==> src/rtl/lri_pkg.sv <==
// ============================================================================
// lri_pkg: shared definitions for the linear interpolation resampler
// Widths, fixed-point constants, register indexes and lane control types.
// ============================================================================
package lri_pkg;

  // Lanes built in hardware and lanes carried by the payload
  localparam int ChannelLanes = 8;
  localparam int FieldLanes   = 8;
  localparam int LanesUsed    = (ChannelLanes < FieldLanes) ? ChannelLanes : FieldLanes;

  localparam int SampleW   = 16;
  localparam int RateW     = 17;
  localparam int CountW    = 4;
  localparam int PhaseW    = 19;
  localparam int StepW     = 18;
  localparam int FracBits  = 14;
  localparam int CfgDataW  = RateW;
  localparam int CfgIndexW = 2;
  localparam int DivW      = RateW + FracBits;

  localparam logic [PhaseW-1:0] OneQ      = PhaseW'(1 << FracBits);
  localparam logic [StepW-1:0]  StepMax   = StepW'(262143);
  localparam logic [StepW-1:0]  StepMin   = StepW'(1261);
  localparam logic [StepW-1:0]  StepReset = StepW'(1 << FracBits);
  localparam logic [RateW-1:0]  RateReset = RateW'(44100);
  localparam logic [CountW-1:0] CountReset = CountW'(2);

  localparam logic OpFrame   = 1'b0;
  localparam logic OpRestart = 1'b1;

  typedef logic signed [SampleW-1:0] sample_t;

  typedef enum logic [CfgIndexW-1:0] {
    CFG_INPUT_RATE    = 2'd0,
    CFG_OUTPUT_RATE   = 2'd1,
    CFG_CHANNEL_COUNT = 2'd2
  } cfg_index_t;

  // Per-lane control from the sequencer
  typedef struct packed {
    logic clear;   // restart: zero the history
    logic load;    // capture the incoming sample
    logic commit;  // current sample becomes history
    logic active;  // lane is in use
  } lane_ctl_t;

endpackage

==> src/rtl/lri_step_div.sv <==
// ============================================================================
// lri_step_div: phase step divider
// Restoring divider, one quotient bit per cycle: input_rate*2^14/output_rate,
// clamped to the legal step range, held in the step register.
// ============================================================================
module lri_step_div (
  input  logic                       clk,
  input  logic                       rst,
  input  logic                       start,
  input  logic [lri_pkg::RateW-1:0]  input_rate,
  input  logic [lri_pkg::RateW-1:0]  output_rate,
  output logic [lri_pkg::StepW-1:0]  phase_step,
  output logic                       busy
);
  import lri_pkg::*;

  localparam int CntW = $clog2(DivW + 1);

  typedef enum logic {DIV_IDLE, DIV_RUN} div_state_t;

  div_state_t         state;
  logic [CntW-1:0]    count;
  logic [DivW-1:0]    dividend;
  logic [RateW-1:0]   remainder;
  logic [DivW-1:0]    quotient;

  logic [RateW:0]     rem_shift;
  logic [RateW:0]     rem_sub;
  logic               fits;
  logic [DivW-1:0]    quotient_next;
  logic [StepW-1:0]   step_clamped;

  always_comb begin
    rem_shift     = {remainder, dividend[DivW-1]};
    fits          = rem_shift >= {1'b0, output_rate};
    rem_sub       = rem_shift - {1'b0, output_rate};
    quotient_next = {quotient[DivW-2:0], fits};
    if (quotient_next > DivW'(StepMax)) begin
      step_clamped = StepMax;
    end else if (quotient_next < DivW'(StepMin)) begin
      step_clamped = StepMin;
    end else begin
      step_clamped = quotient_next[StepW-1:0];
    end
  end

  always_ff @(posedge clk) begin
    if (rst) begin
      state      <= DIV_IDLE;
      count      <= '0;
      phase_step <= StepReset;
    end else if (start) begin
      if (output_rate == '0) begin
        phase_step <= StepMax;
        state      <= DIV_IDLE;
      end else begin
        dividend  <= {input_rate, FracBits'(0)};
        remainder <= '0;
        quotient  <= '0;
        count     <= CntW'(DivW);
        state     <= DIV_RUN;
      end
    end else if (state == DIV_RUN) begin
      dividend  <= {dividend[DivW-2:0], 1'b0};
      remainder <= fits ? rem_sub[RateW-1:0] : rem_shift[RateW-1:0];
      quotient  <= quotient_next;
      count     <= count - CntW'(1);
      if (count == CntW'(1)) begin
        phase_step <= step_clamped;
        state      <= DIV_IDLE;
      end
    end
  end

  assign busy = (state == DIV_RUN);

endmodule

==> config.mk <==
export PLATFORM = sky130hd
export DESIGN_NAME = lri_step_div
export DESIGN_NICKNAME = d
export VERILOG_FILES = /design/src/rtl/lri_pkg.sv /design/src/rtl/lri_step_div.sv
export SDC_FILE = /design/constraint.sdc
export NUM_CORES = 1
export LEC_CHECK = 0
export BUFFER_PORTS_ARGS = -buffer_cell sky130_fd_sc_hd__buf_4
export CAP_MARGIN = 20
export CORE_ASPECT_RATIO = 0.9
export CORE_MARGIN = 2
export CORE_UTILIZATION = 35
export DETAILED_ROUTE_END_ITERATION = 10
export GPL_TIMING_DRIVEN = 0
export PLACE_DENSITY = 0.5
export SYNTH_ARGS = -nofsm -noshare
export SYNTH_HDL_FRONTEND = slang
export SYNTH_SLANG_ARGS = --single-unit
==> constraint.sdc <==
create_clock -name clk -period 4.9 [get_ports clk]
set_clock_uncertainty 0.2 [all_clocks]
set_input_delay 0.49 -clock clk [delete_from_list [all_inputs] [get_ports clk]]
set_output_delay 0.49 -clock clk [all_outputs]
set_load 0.03 [all_outputs]
==> out/metrics.csv <==
stage,metric,value,unit
clock_network,cts_tree,built,
synthesis,ys_top_cells_by_area,"edfxtp_1, dfxtp_1, ha_1",
timing,holdWs,233.7,ps
synthesis,yosys.area.top_type_share,40.91,%
global_routing,track_usage,15.21,%
global_routing,grt_pass1_wl,17150,µm
pwr,power_density,337.7,nW/µm²
placement,gp_congestion,0.8371,
setup_path,reg2reg_depth,11,
pwr,ir_drop,0.2339,mV
drt,firstDrtPassIters,4,
setup_path,r2r-end,remainder[4]$_SDFFCE_PP0P_,
clock_network,clkSinkCount,88,
setup_path,path_max_fanout,10,
synthesis,synth.net_count,487,
timing,setup_viol,0,
synthesis,synth_warnings,0,
finish,register_area,2402,µm²
synthesis,ys_async_sr_fraction,0,%
setup_path,end_kind,register,
clock_network,cts_setup_buffers,0,
timing,fin_tns_setup,0,ps
clock_network,ctsHoldBuffers,0,
synthesis,synth-main-ff-cell,edfxtp_1,
placement,io_buffers,55,
timing,max_slew_margin,53.23,%
placement,place_area,5376,µm²
timing,rsz0062_at_grt,false,
timing,period_needed,3314,ps
floorplanning,dieArea,14370,µm²
clock_network,cts.path.max_buffers,2,
setup_path,start_kind,register,
setup_path,critPathLaunch,dividend[30]$_DFFE_PP_,
floorplanning,io_pins,56,
finish,drive_gt1_share,23.66,%
synthesis,synth.distinct_cells,58,
finish,num-fill-cells,1315,
synthesis,ys_ff_latch,88,
finish,final_cell_count_no_fill,671,
drt,num_vias,3366,
synthesis,syn_avg_cell_area,10.93,µm²
floorplanning,die_y,113.9,µm
timing,hold_viol,0,
finish,design_area,5657,µm²
status,outcome,"complete, no violations",
run,maxCapViolations,0,
global_routing,grt_max_degree,28,
synthesis,synth-edff-count,64,
setup_path,critPathKind,reg2reg,
placement,dp_hpwl,7639,µm
clock_network,clk_latency,350,ps
drt,drtIter0Drc,151,
setup_path,rrSetupSlack,1590,ps
synthesis,synth_most_common_cell,edfxtp_1,
clock_network,cts-htree-levels,3,
setup_path,cp-endpoint,remainder[4]$_SDFFCE_PP0P_,
synthesis,yosysSeqAreaShare,51.13,%
drt,wirelength,10290,µm
floorplanning,die_w,126.1,µm
timing,worst_pin_slew,701.4,ps
clock_network,cts_inserted_buffers,9,
setup_path,worstPathRequired,4780,ps
setup_path,critPathArrivalTime,3190,ps
pwr,p_leak,2.196,nW
floorplanning,rows,40,
clock_network,postCtsResizedCells,0,
floorplanning,start_util,35.56,%
clock_network,clk_pin_slew,60,ps
finish,finalNetCount,555,
global_routing,grt-ovfl-total,0,
floorplanning,core_area,13210,µm²
placement,dp_cells,655,
synthesis,yosys.area.top_type,edfxtp_1,
drt,drc,0,
hold_path,hold_path_class,in2reg,
global_routing,grt_pass1_vias,3347,
drt,ant_nets,0,
finish,synthToLayoutAreaGrowth,20.40,%
drt,wl_per_cell,15.33,µm
global_routing,antenna_found_initial,0,
synthesis,synth.top_cells.by_count,"edfxtp_1, nor2_1, nor2b_1",
timing,finalMaxSlewViolations,0,
drt,avgViaCountPerCell,5.016,
finish,multiInputGateArea,2107,µm²
synthesis,netlist_instances,430,
finish,n_antenna_cell,0,
timing,period_share,67.64,%
synthesis,synth_area,4698,µm²
clock_network,cts_root_buffer,clkbuf_16,
setup_path,r2r_start,dividend[30]$_DFFE_PP_,
timing,max_clock_freq,301.7,MHz
layout make-up:
cell class	instances	area share, %
Tap cell	168	3.716
Buffer	16	1.858
Clock buffer	11	4.291
Sequential cell	88	42.47
Clock inverter	5	0.6636
Multi-Input combinational cell	302	37.25
Timing Repair Buffer	57	8.140
Inverter	24	1.615
routing by layer:
| metal | share of wire (%) | up-vias | wire length, µm | global-route usage, % |
|---|---|---|---|---|
| met5 | 0 | - | 0 | 0 |
| met4 | 0.97 | 0 | 100 | 3.883 |
| met3 | 4.9 | 10 | 506 | 5.066 |
| met2 | 44 | 57 | 4475 | 23.23 |
| met1 | 51 | 1607 | 5205 | 20.91 |
| li1 | - | 1692 | - | - |
power by group:
group	leakage (nW)	total (W)	internal [W]	switching, W
sequential	0.819	0.000890	0.000860	0.0000291
combinational	1.24	0.000364	0.000165	0.000200
clock	0.141	0.000657	0.000362	0.000295
registers in the layout, summed over array words and instances, names as in the netlist:
| register | count |
|---|---|
| phase_step | 18 |
| busy | 1 |
| count | 5 |
| remainder | 17 |
| dividend | 17 |
| quotient | 30 |
worst min-delay path by stage:
stage | start | end | slack (ps) | cells past startpoint
6_report | input_rate[0] | dividend[14]$_SDFFCE_PN0P_ | 230 | 2
5_1_grt | input_rate[0] | dividend[14]$_SDFFCE_PN0P_ | 230 | 2
4_1_cts | input_rate[0] | dividend[14]$_SDFFCE_PN0P_ | 220 | 2
3_5_place_dp | count[4]$_SDFFE_PP0P_ | count[4]$_SDFFE_PP0P_ | 270 | 1
3_3_place_gp | count[4]$_SDFFE_PP0P_ | count[4]$_SDFFE_PP0P_ | 260 | 1
2_1_floorplan | count[4]$_SDFFE_PP0P_ | count[4]$_SDFFE_PP0P_ | 250 | 1
critical path, stage by stage (launching register included):
cell and delay, ps:
edfxtp_1 350, inv_1 50, ha_1 200, fa_1 410
nand2b_1 180, a21o_1 210, a21oi_1 120, o21ai_0 180
o21ai_2 620, buf_6 260, mux2i_1 200, nor2_1 60
per-stage QoR:
stage / util (%) / worst slack (ps) / total power [W]
after floorplan: - / 563.8 / 0.001164
after global placement: 40.27 / -1330 / 0.001265
after detailed placement: 40.69 / 1352 / 0.001270
after CTS: 42.81 / 1600 / 0.001940
after global routing: 42.81 / 1406 / 0.002006
final: 42.81 / 1586 / 0.001911
layout by cell type (no fill, tap or decap), types with 16 or more instances in the layout:
master,Yosys,layout
a21oi_1,17,17
buf_4,0,55
dfxtp_1,24,24
edfxtp_1,64,64
ha_1,19,19
inv_1,23,23
mux2_2,16,16
nand2_1,19,19
nor2_1,63,62
nor2b_1,32,32
kinds of logic after synthesis:
kind of cell             synth area share (%)
XOR/XNOR                                2.610
flip-flops                              51.13
multiplexers                            5.752
adder cells (fa/ha/maj)                 5.486
buffers and inverters                   4.181
AND/OR/NAND/NOR                         17.98
AO/OA/AOI/OAI                           12.86
(Power assumes the default switching activity.)
