**config.mk**
```make
export PLATFORM = sky130hd
export DESIGN_NAME = lri_lane
export DESIGN_NICKNAME = d
export VERILOG_FILES = /design/src/rtl/lri_pkg.sv /design/src/rtl/lri_lane.sv
export SDC_FILE = /design/constraint.sdc
export NUM_CORES = 1
export LEC_CHECK = 0
export ABC_AREA = 1
export BUFFER_PORTS_ARGS = -buffer_cell sky130_fd_sc_hd__buf_2
export CORE_MARGIN = 10
export CORE_UTILIZATION = 45
export CTS_CLUSTER_DIAMETER = 30
export CTS_CLUSTER_SIZE = 20
export DETAILED_ROUTE_END_ITERATION = 8
export GPL_TIMING_DRIVEN = 0
export PLACE_DENSITY_LB_ADDON = 0.15
export RECOVER_POWER = 25
export SYNTH_ARGS = -nofsm -noshare
export SYNTH_HDL_FRONTEND = slang
export SYNTH_SLANG_ARGS = --single-unit
```
**constraint.sdc**
```tcl
create_clock -name clk -period 18 [get_ports clk]
set_input_delay 1.8 -clock clk [delete_from_list [all_inputs] [get_ports clk]]
set_output_delay 1.8 -clock clk [all_outputs]
set_load 0.005 [all_outputs]
```
**src/rtl/lri_pkg.sv**
```systemverilog
// ============================================================================
// lri_pkg: shared definitions for the linear interpolation resampler
// Widths, fixed-point constants, register indexes and lane control types.
// ============================================================================
package lri_pkg;

  // Lanes built in hardware and lanes carried by the payload
  localparam int ChannelLanes = 8;
  localparam int FieldLanes   = 8;
  localparam int LanesUsed    = (ChannelLanes < FieldLanes) ? ChannelLanes : FieldLanes;

  localparam int SampleW   = 16;
  localparam int RateW     = 17;
  localparam int CountW    = 4;
  localparam int PhaseW    = 19;
  localparam int StepW     = 18;
  localparam int FracBits  = 14;
  localparam int CfgDataW  = RateW;
  localparam int CfgIndexW = 2;
  localparam int DivW      = RateW + FracBits;

  localparam logic [PhaseW-1:0] OneQ      = PhaseW'(1 << FracBits);
  localparam logic [StepW-1:0]  StepMax   = StepW'(262143);
  localparam logic [StepW-1:0]  StepMin   = StepW'(1261);
  localparam logic [StepW-1:0]  StepReset = StepW'(1 << FracBits);
  localparam logic [RateW-1:0]  RateReset = RateW'(44100);
  localparam logic [CountW-1:0] CountReset = CountW'(2);

  localparam logic OpFrame   = 1'b0;
  localparam logic OpRestart = 1'b1;

  typedef logic signed [SampleW-1:0] sample_t;

  typedef enum logic [CfgIndexW-1:0] {
    CFG_INPUT_RATE    = 2'd0,
    CFG_OUTPUT_RATE   = 2'd1,
    CFG_CHANNEL_COUNT = 2'd2
  } cfg_index_t;

  // Per-lane control from the sequencer
  typedef struct packed {
    logic clear;   // restart: zero the history
    logic load;    // capture the incoming sample
    logic commit;  // current sample becomes history
    logic active;  // lane is in use
  } lane_ctl_t;

endpackage

```
**src/rtl/lri_lane.sv**
```systemverilog
// ============================================================================
// lri_lane: one interpolation lane
// Holds the previous and current sample of one channel and forms
// (prev*(1-frac) + cur*frac) in Q14, floored.
// ============================================================================
module lri_lane (
  input  logic                          clk,
  input  logic                          rst,
  input  lri_pkg::lane_ctl_t            ctl,
  input  lri_pkg::sample_t              sample,
  input  logic [lri_pkg::FracBits-1:0]  frac,
  output lri_pkg::sample_t              result,
  output lri_pkg::sample_t              current
);
  import lri_pkg::*;

  localparam int WgtW  = FracBits + 2;
  localparam int ProdW = SampleW + WgtW;

  sample_t                   prev;
  sample_t                   cur;
  logic [WgtW-1:0]           w_prev;
  logic [WgtW-1:0]           w_cur;
  logic signed [ProdW-1:0]   prod_prev;
  logic signed [ProdW-1:0]   prod_cur;
  logic signed [ProdW-1:0]   sum;

  always_ff @(posedge clk) begin
    if (rst) begin
      prev <= '0;
    end else if (ctl.clear) begin
      prev <= '0;
    end else if (ctl.commit && ctl.active) begin
      prev <= cur;
    end
  end

  always_ff @(posedge clk) begin
    if (ctl.load) begin
      cur <= sample;
    end
  end

  always_comb begin
    w_cur     = {2'b00, frac};
    w_prev    = WgtW'(1 << FracBits) - w_cur;
    prod_prev = prev * $signed(w_prev);
    prod_cur  = cur * $signed(w_cur);
    sum       = prod_prev + prod_cur;
  end

  // floor shift by the fraction width
  assign result  = sum[FracBits+SampleW-1:FracBits];
  assign current = cur;

endmodule

```
==> summary.md, run 1 <==
| Metric | Value |
|---|---|
| Synthesized net count | 2904 |
| Grt total ovfl | 0 |
| Final worst clock skew | 0.00503 ns |
| Vias in the first global route | 14821 |
| DIE AREA | 50200 um2 |
| HP Class | reg2reg |
| Fin cells | 2846 |
| Die height | 224 um |
| Max stage delay on crit path | 0.64 ns |
| Syn Inst Count | 2251 |
| Ant diodes | 0 |
| DR pass1 iterations | 5 |
| Synth Register Bits | 32 |
| Max Cap Viol | 0 |
| Number of synthesized flops with an enable pin | 16 |
| Remaining DRCs | 0 |
| Area leader, netlist | fa_1 |
| Global-route wire length before repair | 82.8 mm |
| Die Width | 224 um |
| Dpl hpwl | 46.6 mm |
| Buffers on Ports | 55 |
| Crit path kind | in2out |
| Status | finished, final reports clean |
| Synth Cell Area | 18700 um2 |
| CTS tree | yes |
| Initial Util | 0.456 |
| Yosys top cell area share | 0.526 |
| Highest clock rate | 77.1 MHz |
| Via count | 14055 |
| Worst-Margin Slew | 0.926 ns |
| Setup crit start kind | input pin |
| Synth Flop Type | edfxtp_1 |
| Worst setup EP type | output port |
| Largest net degree at the start of global routing | 17 |
| CTS buffer count | 5 |
| Final setup vio count | 0 |
| P&R area growth vs syn | 5.75% |
| Final min period | 12.98 ns |
| H-Tree Depth | 2 |
| Placed Instances | 2838 |
| Data required time of the worst path | 16.20 ns |
| DR iter-0 viols | 942 |
| CP max-delay cell | fa_1 |
| # resized after CTS | 0 |
| Setup TNS | 0 ns |
| Row count | 74 |
| Drt wl/cell | 18.3 um |
| Final nets | 2966 |
| Distinct cells, synth | 39 |
| Largest fanout on the critical path | 10 |
| Total Wirelength | 52.0 mm |
| Post-DRT Antenna Nets | 0 |
| CTS Sinks | 32 |
| Syn. warnings | 0 |
| Period utilization | 0.721 |
| Critical Path AT | 11.18 ns |
| Ranking of synthesized cells by area | fa_1, inv_1, nand2_1, ha_1, nor2_1 |
| Clock root buffer master | clkbuf_16 |
| Hold buffers post-CTS | 0 |
| Syn Area/Cell | 8.32 um2 |
| FFs w/ async S/R, synth | 0 |
| Vias/cell | 4.94 |
| Slew Viols, Final | 0 |
| CORE AREA | 41000 um2 |
| Clock Latency Late Sink | 0.28 ns |
| CTS max path bufs | 2 |
| Post-CTS Setup Repair Bufs | 0 |
| Fillers | 4068 |
| Clock-pin slew on the worst setup and hold paths | 0.05 ns |
| Initial antenna violation count | 0 |
| Share of cells above drive strength 1 | 0.0458 |
| IO Pins | 68 |
| Relative slew slack | 0.380 |
| Final hold viol count | 0 |
| GRT Resource Usage Total | 0.215 |
| RePlAce Congestion | 0.906 |
| Hold_ws | 0.625 ns |
| Unrepaired setup endpoints after global routing | no |
| Post-synthesis sequential area ratio | 0.0428 |
-- cells in the mapped netlist, drive strengths merged (2+ instances only) --
master,n
inv,695
fa,492
nand2,466
nor2,203
ha,125
clkbuf,49
a21oi,31
buf,29
nand3,27
o21ai,21
a211oi,16
dfxtp,16
edfxtp,16
xor2,13
nand4,9
clkinv,8
nor3,6
a21o,4
a31oi,4
o21a,4
or2,4
xnor2,4
nand3b,3
o211ai,2
-- kinds of logic after synthesis --
logic type	Yosys count	synth area share
flops	32	0.0428
fa+ha+maj	617	0.610
xor+xnor	17	0.00795
compound gates	85	0.0271
buf+inv	781	0.159
simple gates	719	0.153
-- final timing paths --
kind                              start         end  slack [ns]  cells after the start
worst min register to register  prev[0]     prev[0]        0.62                      2
worst min-delay path            prev[0]     prev[0]        0.62                      2
worst max-delay path            frac[1]  result[15]        5.02                     30
worst max register to register  prev[4]     prev[4]       16.30                      3
-- registers in the layout (all words and copies together) (netlist names) --
register and flops:
current 16, prev 16
-- cell type report --
type / instances / area [um2] / area share
Buffer: 78 / 335 / 0.0169
Clock buffer: 7 / 133 / 0.00670
Clock inverter: 1 / 3.75 / 0.000190
Inverter: 703 / 2640 / 0.133
Multi-Input combinational cell: 1438 / 14900 / 0.755
Sequential cell: 32 / 801 / 0.0405
Tap cell: 532 / 666 / 0.0336
Timing Repair Buffer: 55 / 274 / 0.0138
-- layer usage --
metal / track usage / up-vias / part of all wire
li1: - / 6433 / -
met1: 0.280 / 7101 / 0.40
met2: 0.368 / 438 / 0.51
met3: 0.0225 / 83 / 0.057
met4: 0.0700 / 0 / 0.035
met5: 0 / - / 0
-- per-stage QoR --
step / instance area [um2] / util / worst slack [ns]
finish: 19800 / 0.483 / 5.02
floorplan: 18700 / - / 7.17
detailed placement: 19700 / 0.479 / 4.94
global placement: 19700 / 0.479 / 5.03
CTS: 19800 / 0.483 / 4.91
global route: 19800 / 0.483 / 4.36
-- critical path: cells and delay by family --
| kind | cells | cell delay, ns |
|---|---|---|
| fa+ha+maj | 10 | 4.93 |
| buf+inv | 12 | 2.09 |
| simple gates | 6 | 1.10 |
| xor+xnor | 1 | 0.63 |
| compound gates | 1 | 0.60 |
-- cells in the final DEF (no fill, tap or decap), types with 20 or more instances in the layout --
cell type    n
inv_1      694
o21ai_0     20
nand2_1    462
buf_2       70
clkbuf_1    52
ha_1       125
nor2_1     188
a21oi_1     31
fa_1       492
nand3_1     26
Power of run 1 is left out: the tool's default activity adds up to more than one toggle a clock period on the data nets, which glitch-free logic cannot reach.
==> inputs of run 2 (changes only) <==
Clock period 18 ns to 12.3 ns, I/O delays scaled along.
==> summary.md, run 2 (synthesis gave the netlist of run 1 again) <==
| Metric | Value |
|---|---|
| Worst setup EP type | output port |
| IO Pins | 68 |
| Buffers on Ports | 55 |
| Worst-Margin Slew | 0.948 ns |
| CORE AREA | 41000 um2 |
| GR peak layer | met2 |
| Die height | 224 um |
| Met3 usage | 0.0225 |
| Largest fanout on the critical path | 10 |
| Vias/cell | 4.94 |
| Largest net degree at the start of global routing | 17 |
| Data required time of the worst path | 11.07 ns |
| Commonest non-fill, non-tap cell in the layout | inv_1 |
| RePlAce Congestion | 0.906 |
| Max stage delay on crit path | 0.64 ns |
| CP max-delay cell | xor2_1 |
| Total Wirelength | 52.0 mm |
| Ant diodes | 0 |
| Final nets | 2966 |
| DR pass1 iterations | 5 |
| Unrepaired setup endpoints after global routing | no |
| Via count | 14052 |
| Critical Path AT | 10.41 ns |
| Final hold viol count | 0 |
| Final min period | 11.64 ns |
| Final setup vio count | 0 |
| Setup TNS | 0 ns |
| Post-CTS Setup Repair Bufs | 0 |
| Period utilization | 0.947 |
| Met1 usage | 0.280 |
| Slew Viols, Final | 0 |
| Max Cap Viol | 0 |
| Post-DRT Antenna Nets | 0 |
| Setup crit start kind | input pin |
| Initial antenna violation count | 0 |
| Crit path kind | in2out |
| Grt total ovfl | 0 |
| Global-route wire length before repair | 82.8 mm |
| Grt met2 use | 0.368 |
| Most frequent cells in the layout | inv_1, fa_1, nand2_1, nor2_1, ha_1 |
| GRT Resource Usage Total | 0.215 |
| Clock-pin slew on the worst setup and hold paths | 0.05 ns |
| P&R area growth vs syn | 5.75% |
| Clock root buffer master | clkbuf_16 |
| Row count | 74 |
| Share of cells above drive strength 1 | 0.0458 |
| CTS tree | yes |
| Highest clock rate | 85.9 MHz |
| Initial Util | 0.456 |
| Drt wl/cell | 18.3 um |
| Remaining DRCs | 0 |
| Vias in the first global route | 14821 |
| Relative slew slack | 0.366 |
| Dpl hpwl | 46.6 mm |
| CTS max path bufs | 2 |
| Status | finished, final reports clean |
| CTS Sinks | 32 |
| DR iter-0 viols | 937 |
| HP Class | reg2reg |
| Final worst clock skew | 0.00609 ns |
| Clock Latency Late Sink | 0.28 ns |
| CTS buffer count | 5 |
| H-Tree Depth | 2 |
| Die Width | 224 um |
| DIE AREA | 50200 um2 |
[run 2: cell types whose count changed in the layout (fill, tap and decap cells not counted)]
cell     before  now
o21ai_0      20   19
o21ai_1       0    1
[run 2: path summary, 6_finish.rpt]
path           start          to  slack [ns]  cells after the start
max          frac[1]  result[15]        0.66                     30
min          prev[0]     prev[0]        0.62                      2
max reg2reg  prev[4]     prev[4]       10.60                      3
min reg2reg  prev[0]     prev[0]        0.62                      2
[run 2: metrics by stage]
step	hold WS, ns	utilization	setup slack, ns	instances	cell area [um2]
floorplan	0.499	-	2.61	2251	18700
global placement	0.603	0.479	0.470	2838	19700
detailed placement	0.608	0.479	0.377	2838	19700
CTS	0.617	0.483	0.351	2846	19800
global route	0.637	0.483	0.0500	2846	19800
finish	0.619	0.483	0.655	2846	19800
[run 2: timing repair]
item                                    CTS  global route
resized for setup                         0             1
endpoints found under the hold margin     0             0
endpoints found under the setup margin    0             1
hold buffers                              0             0
[run 2: worst max-delay path, delay by kind of cell]
| family | cells | cell delay (ns) |
|---|---|---|
| AO/OA/AOI/OAI | 1 | 0.42 |
| XOR/XNOR | 1 | 0.64 |
| AND/OR/NAND/NOR | 6 | 1.09 |
| adder cells (fa/ha/maj) | 10 | 4.93 |
| buffers and inverters | 12 | 2.08 |
[run 2: layout make-up]
class,count,area (um2)
inverters,703,2640
repair buffers,55,274
fillers,4068,21200
clock buffers,7,133
multi-input cells,1438,14900
flip-flops and latches,32,801
well taps,532,666
clock inverters,1,3.75
plain buffers,78,335
[run 2: layer usage]
layer,vias up,share of wire
met1,7103,0.40
li1,6431,-
met4,0,0.035
met3,81,0.054
met5,-,0
met2,437,0.51
Power of run 2 is left out for the same reason.
==> inputs of run 3 (changes only) <==
==> constraint.sdc (replaced) <==
create_clock -name clk -period 12.3 [get_ports clk]
set_input_delay 2.46 -clock clk [delete_from_list [all_inputs] [get_ports clk]]
set_output_delay 2.46 -clock clk [all_outputs]
set_load 0.005 [all_outputs]
==> summary.md, run 3 (synthesis gave the netlist of run 1 again) <==
| Metric | Value |
|---|---|
| Data required time of the worst path | 9.84 ns |
| Max stage delay on crit path | 0.61 ns |
| Post-DRT Antenna Nets | 0 |
| Initial Util | 0.456 |
| DIE AREA | 50200 um2 |
| Critical Path AT | 9.71 ns |
| Slew Viols, Final | 0 |
| Grt total ovfl | 0 |
| Final hold viol count | 0 |
| Vias in the first global route | 15029 |
| Share of cells above drive strength 1 | 0.116 |
| Largest fanout on the critical path | 6 |
| Reg2reg start | prev[4] |
| Hold Path Cell Cnt | 2 |
| Vias/cell | 4.95 |
| Ant diodes | 0 |
| Clock Latency Late Sink | 0.28 ns |
| Crit-path most repeated cell | fa_1 |
| GRT Resource Usage Total | 0.217 |
| Status | finished, final reports clean |
| DR iter-0 viols | 863 |
| Row count | 74 |
| Initial antenna violation count | 0 |
| Period utilization | 0.990 |
| Capturing point of the worst reg2reg path | prev[4] |
| Buffers on Ports | 55 |
| Dpl hpwl | 46.6 mm |
| Worst setup EP type | output port |
| Commonest non-fill, non-tap cell in the layout | inv_1 |
| Max Cap Viol | 0 |
| Drt wl/cell | 18.4 um |
| FF-to-FF setup slack | 10.58 ns |
| Via count | 14261 |
| Final setup vio count | 0 |
| Final nets | 3003 |
| CTS tree | yes |
| DR pass1 iterations | 5 |
| HP Class | reg2reg |
| Endpoint, Worst Hold | prev[0] |
| Reg2Reg Depth | 3 |
| CTS Sinks | 32 |
| CTS max path bufs | 2 |
| Crit path kind | in2out |
| RePlAce Congestion | 0.906 |
| CORE AREA | 41000 um2 |
| Most frequent cells in the layout | inv_1, fa_1, nand2_1, nor2_1, ha_1 |
| Worst-Margin Slew | 0.929 ns |
| Relative slew slack | 0.381 |
| CP startpoint | frac[0] |
| Global-route wire length before repair | 83.7 mm |
| Final min period | 12.17 ns |
| Unrepaired setup endpoints after global routing | yes |
| Die height | 224 um |
| CTS buffer count | 5 |
| Setup crit start kind | input pin |
| Largest net degree at the start of global routing | 17 |
| Total Wirelength | 52.9 mm |
| Remaining DRCs | 0 |
| Min-delay src | prev[0] |
| IO Pins | 68 |
| Hold buffers post-CTS | 0 |
| Post-Place Cell Area | 19700 um2 |
| P&R area growth vs syn | 11.4% |
| H-Tree Depth | 2 |
| Clock-pin slew on the worst setup and hold paths | 0.05 ns |
| CP max-delay cell | fa_1 |
| Die Width | 224 um |
| Clock root buffer master | clkbuf_16 |
| Final worst clock skew | 0.00564 ns |
| Highest clock rate | 82.2 MHz |
| Design area | 20900 um2 |
[run 3: cell count changes in the layout (fill, tap and decap cells not counted), sizes merged]
cell,delta
buf,+38
clkbuf,-1
[run 3: worst max-delay path by stage]
stage                     cells after the start          to  slack [ns]
final                                        32  result[15]        0.13
after global placement                       30  result[15]       -1.99
after CTS                                    37  result[15]       -0.04
after floorplan                              30  result[15]        0.15
after detailed placement                     30  result[15]       -2.08
after global routing                         32  result[12]        -0.1
[run 3: what timing repair did]
| item | CTS | global route |
|---|---|---|
| setup buffers | 12 | 23 |
| endpoints found under the setup margin | 16 | 14 |
| pin swaps | 21 | 77 |
| gates cloned | 1 | 1 |
| gates resized for setup | 78 | 131 |
| hold endpoints to repair | 0 | 0 |
[run 3: layer usage]
metal  part of all wire  vias up  global-route usage
li1                   -     6514                   -
met1               0.40     7221               0.280
met2               0.51      436               0.372
met3              0.053       90              0.0250
met4              0.036        0              0.0742
met5                  0        -                   0
[run 3: worst max-delay path, delay by kind of cell]
kind | cells | cell delay [ns]
AO/OA/AOI/OAI | 4 | 0.64
AND/OR/NAND/NOR | 7 | 0.77
buffers and inverters | 11 | 1.09
adder cells (fa/ha/maj) | 10 | 4.73
[run 3: layout make-up]
cell class | instances | area (um2)
multi-input cells | 1438 | 15600
inverters | 703 | 2650
flip-flops and latches | 32 | 801
clock buffers | 7 | 133
plain buffers | 78 | 445
clock inverters | 1 | 3.75
well taps | 532 | 666
fillers | 3947 | 20200
repair buffers | 92 | 601
[run 3: metrics by stage]
step	utilization	setup WS [ns]	hold WS [ns]	setup TNS, ns	instances
2_1_floorplan	-	0.149	0.499	0	2251
3_3_place_gp	0.479	-1.99	0.603	-15.94	2838
3_5_place_dp	0.479	-2.08	0.608	-16.95	2838
4_1_cts	0.493	-0.0411	0.617	-0.0811	2859
5_1_grt	0.509	-0.0951	0.637	-0.379	2883
6_report	0.509	0.129	0.615	0	2883
Power of run 3 is left out for the same reason.
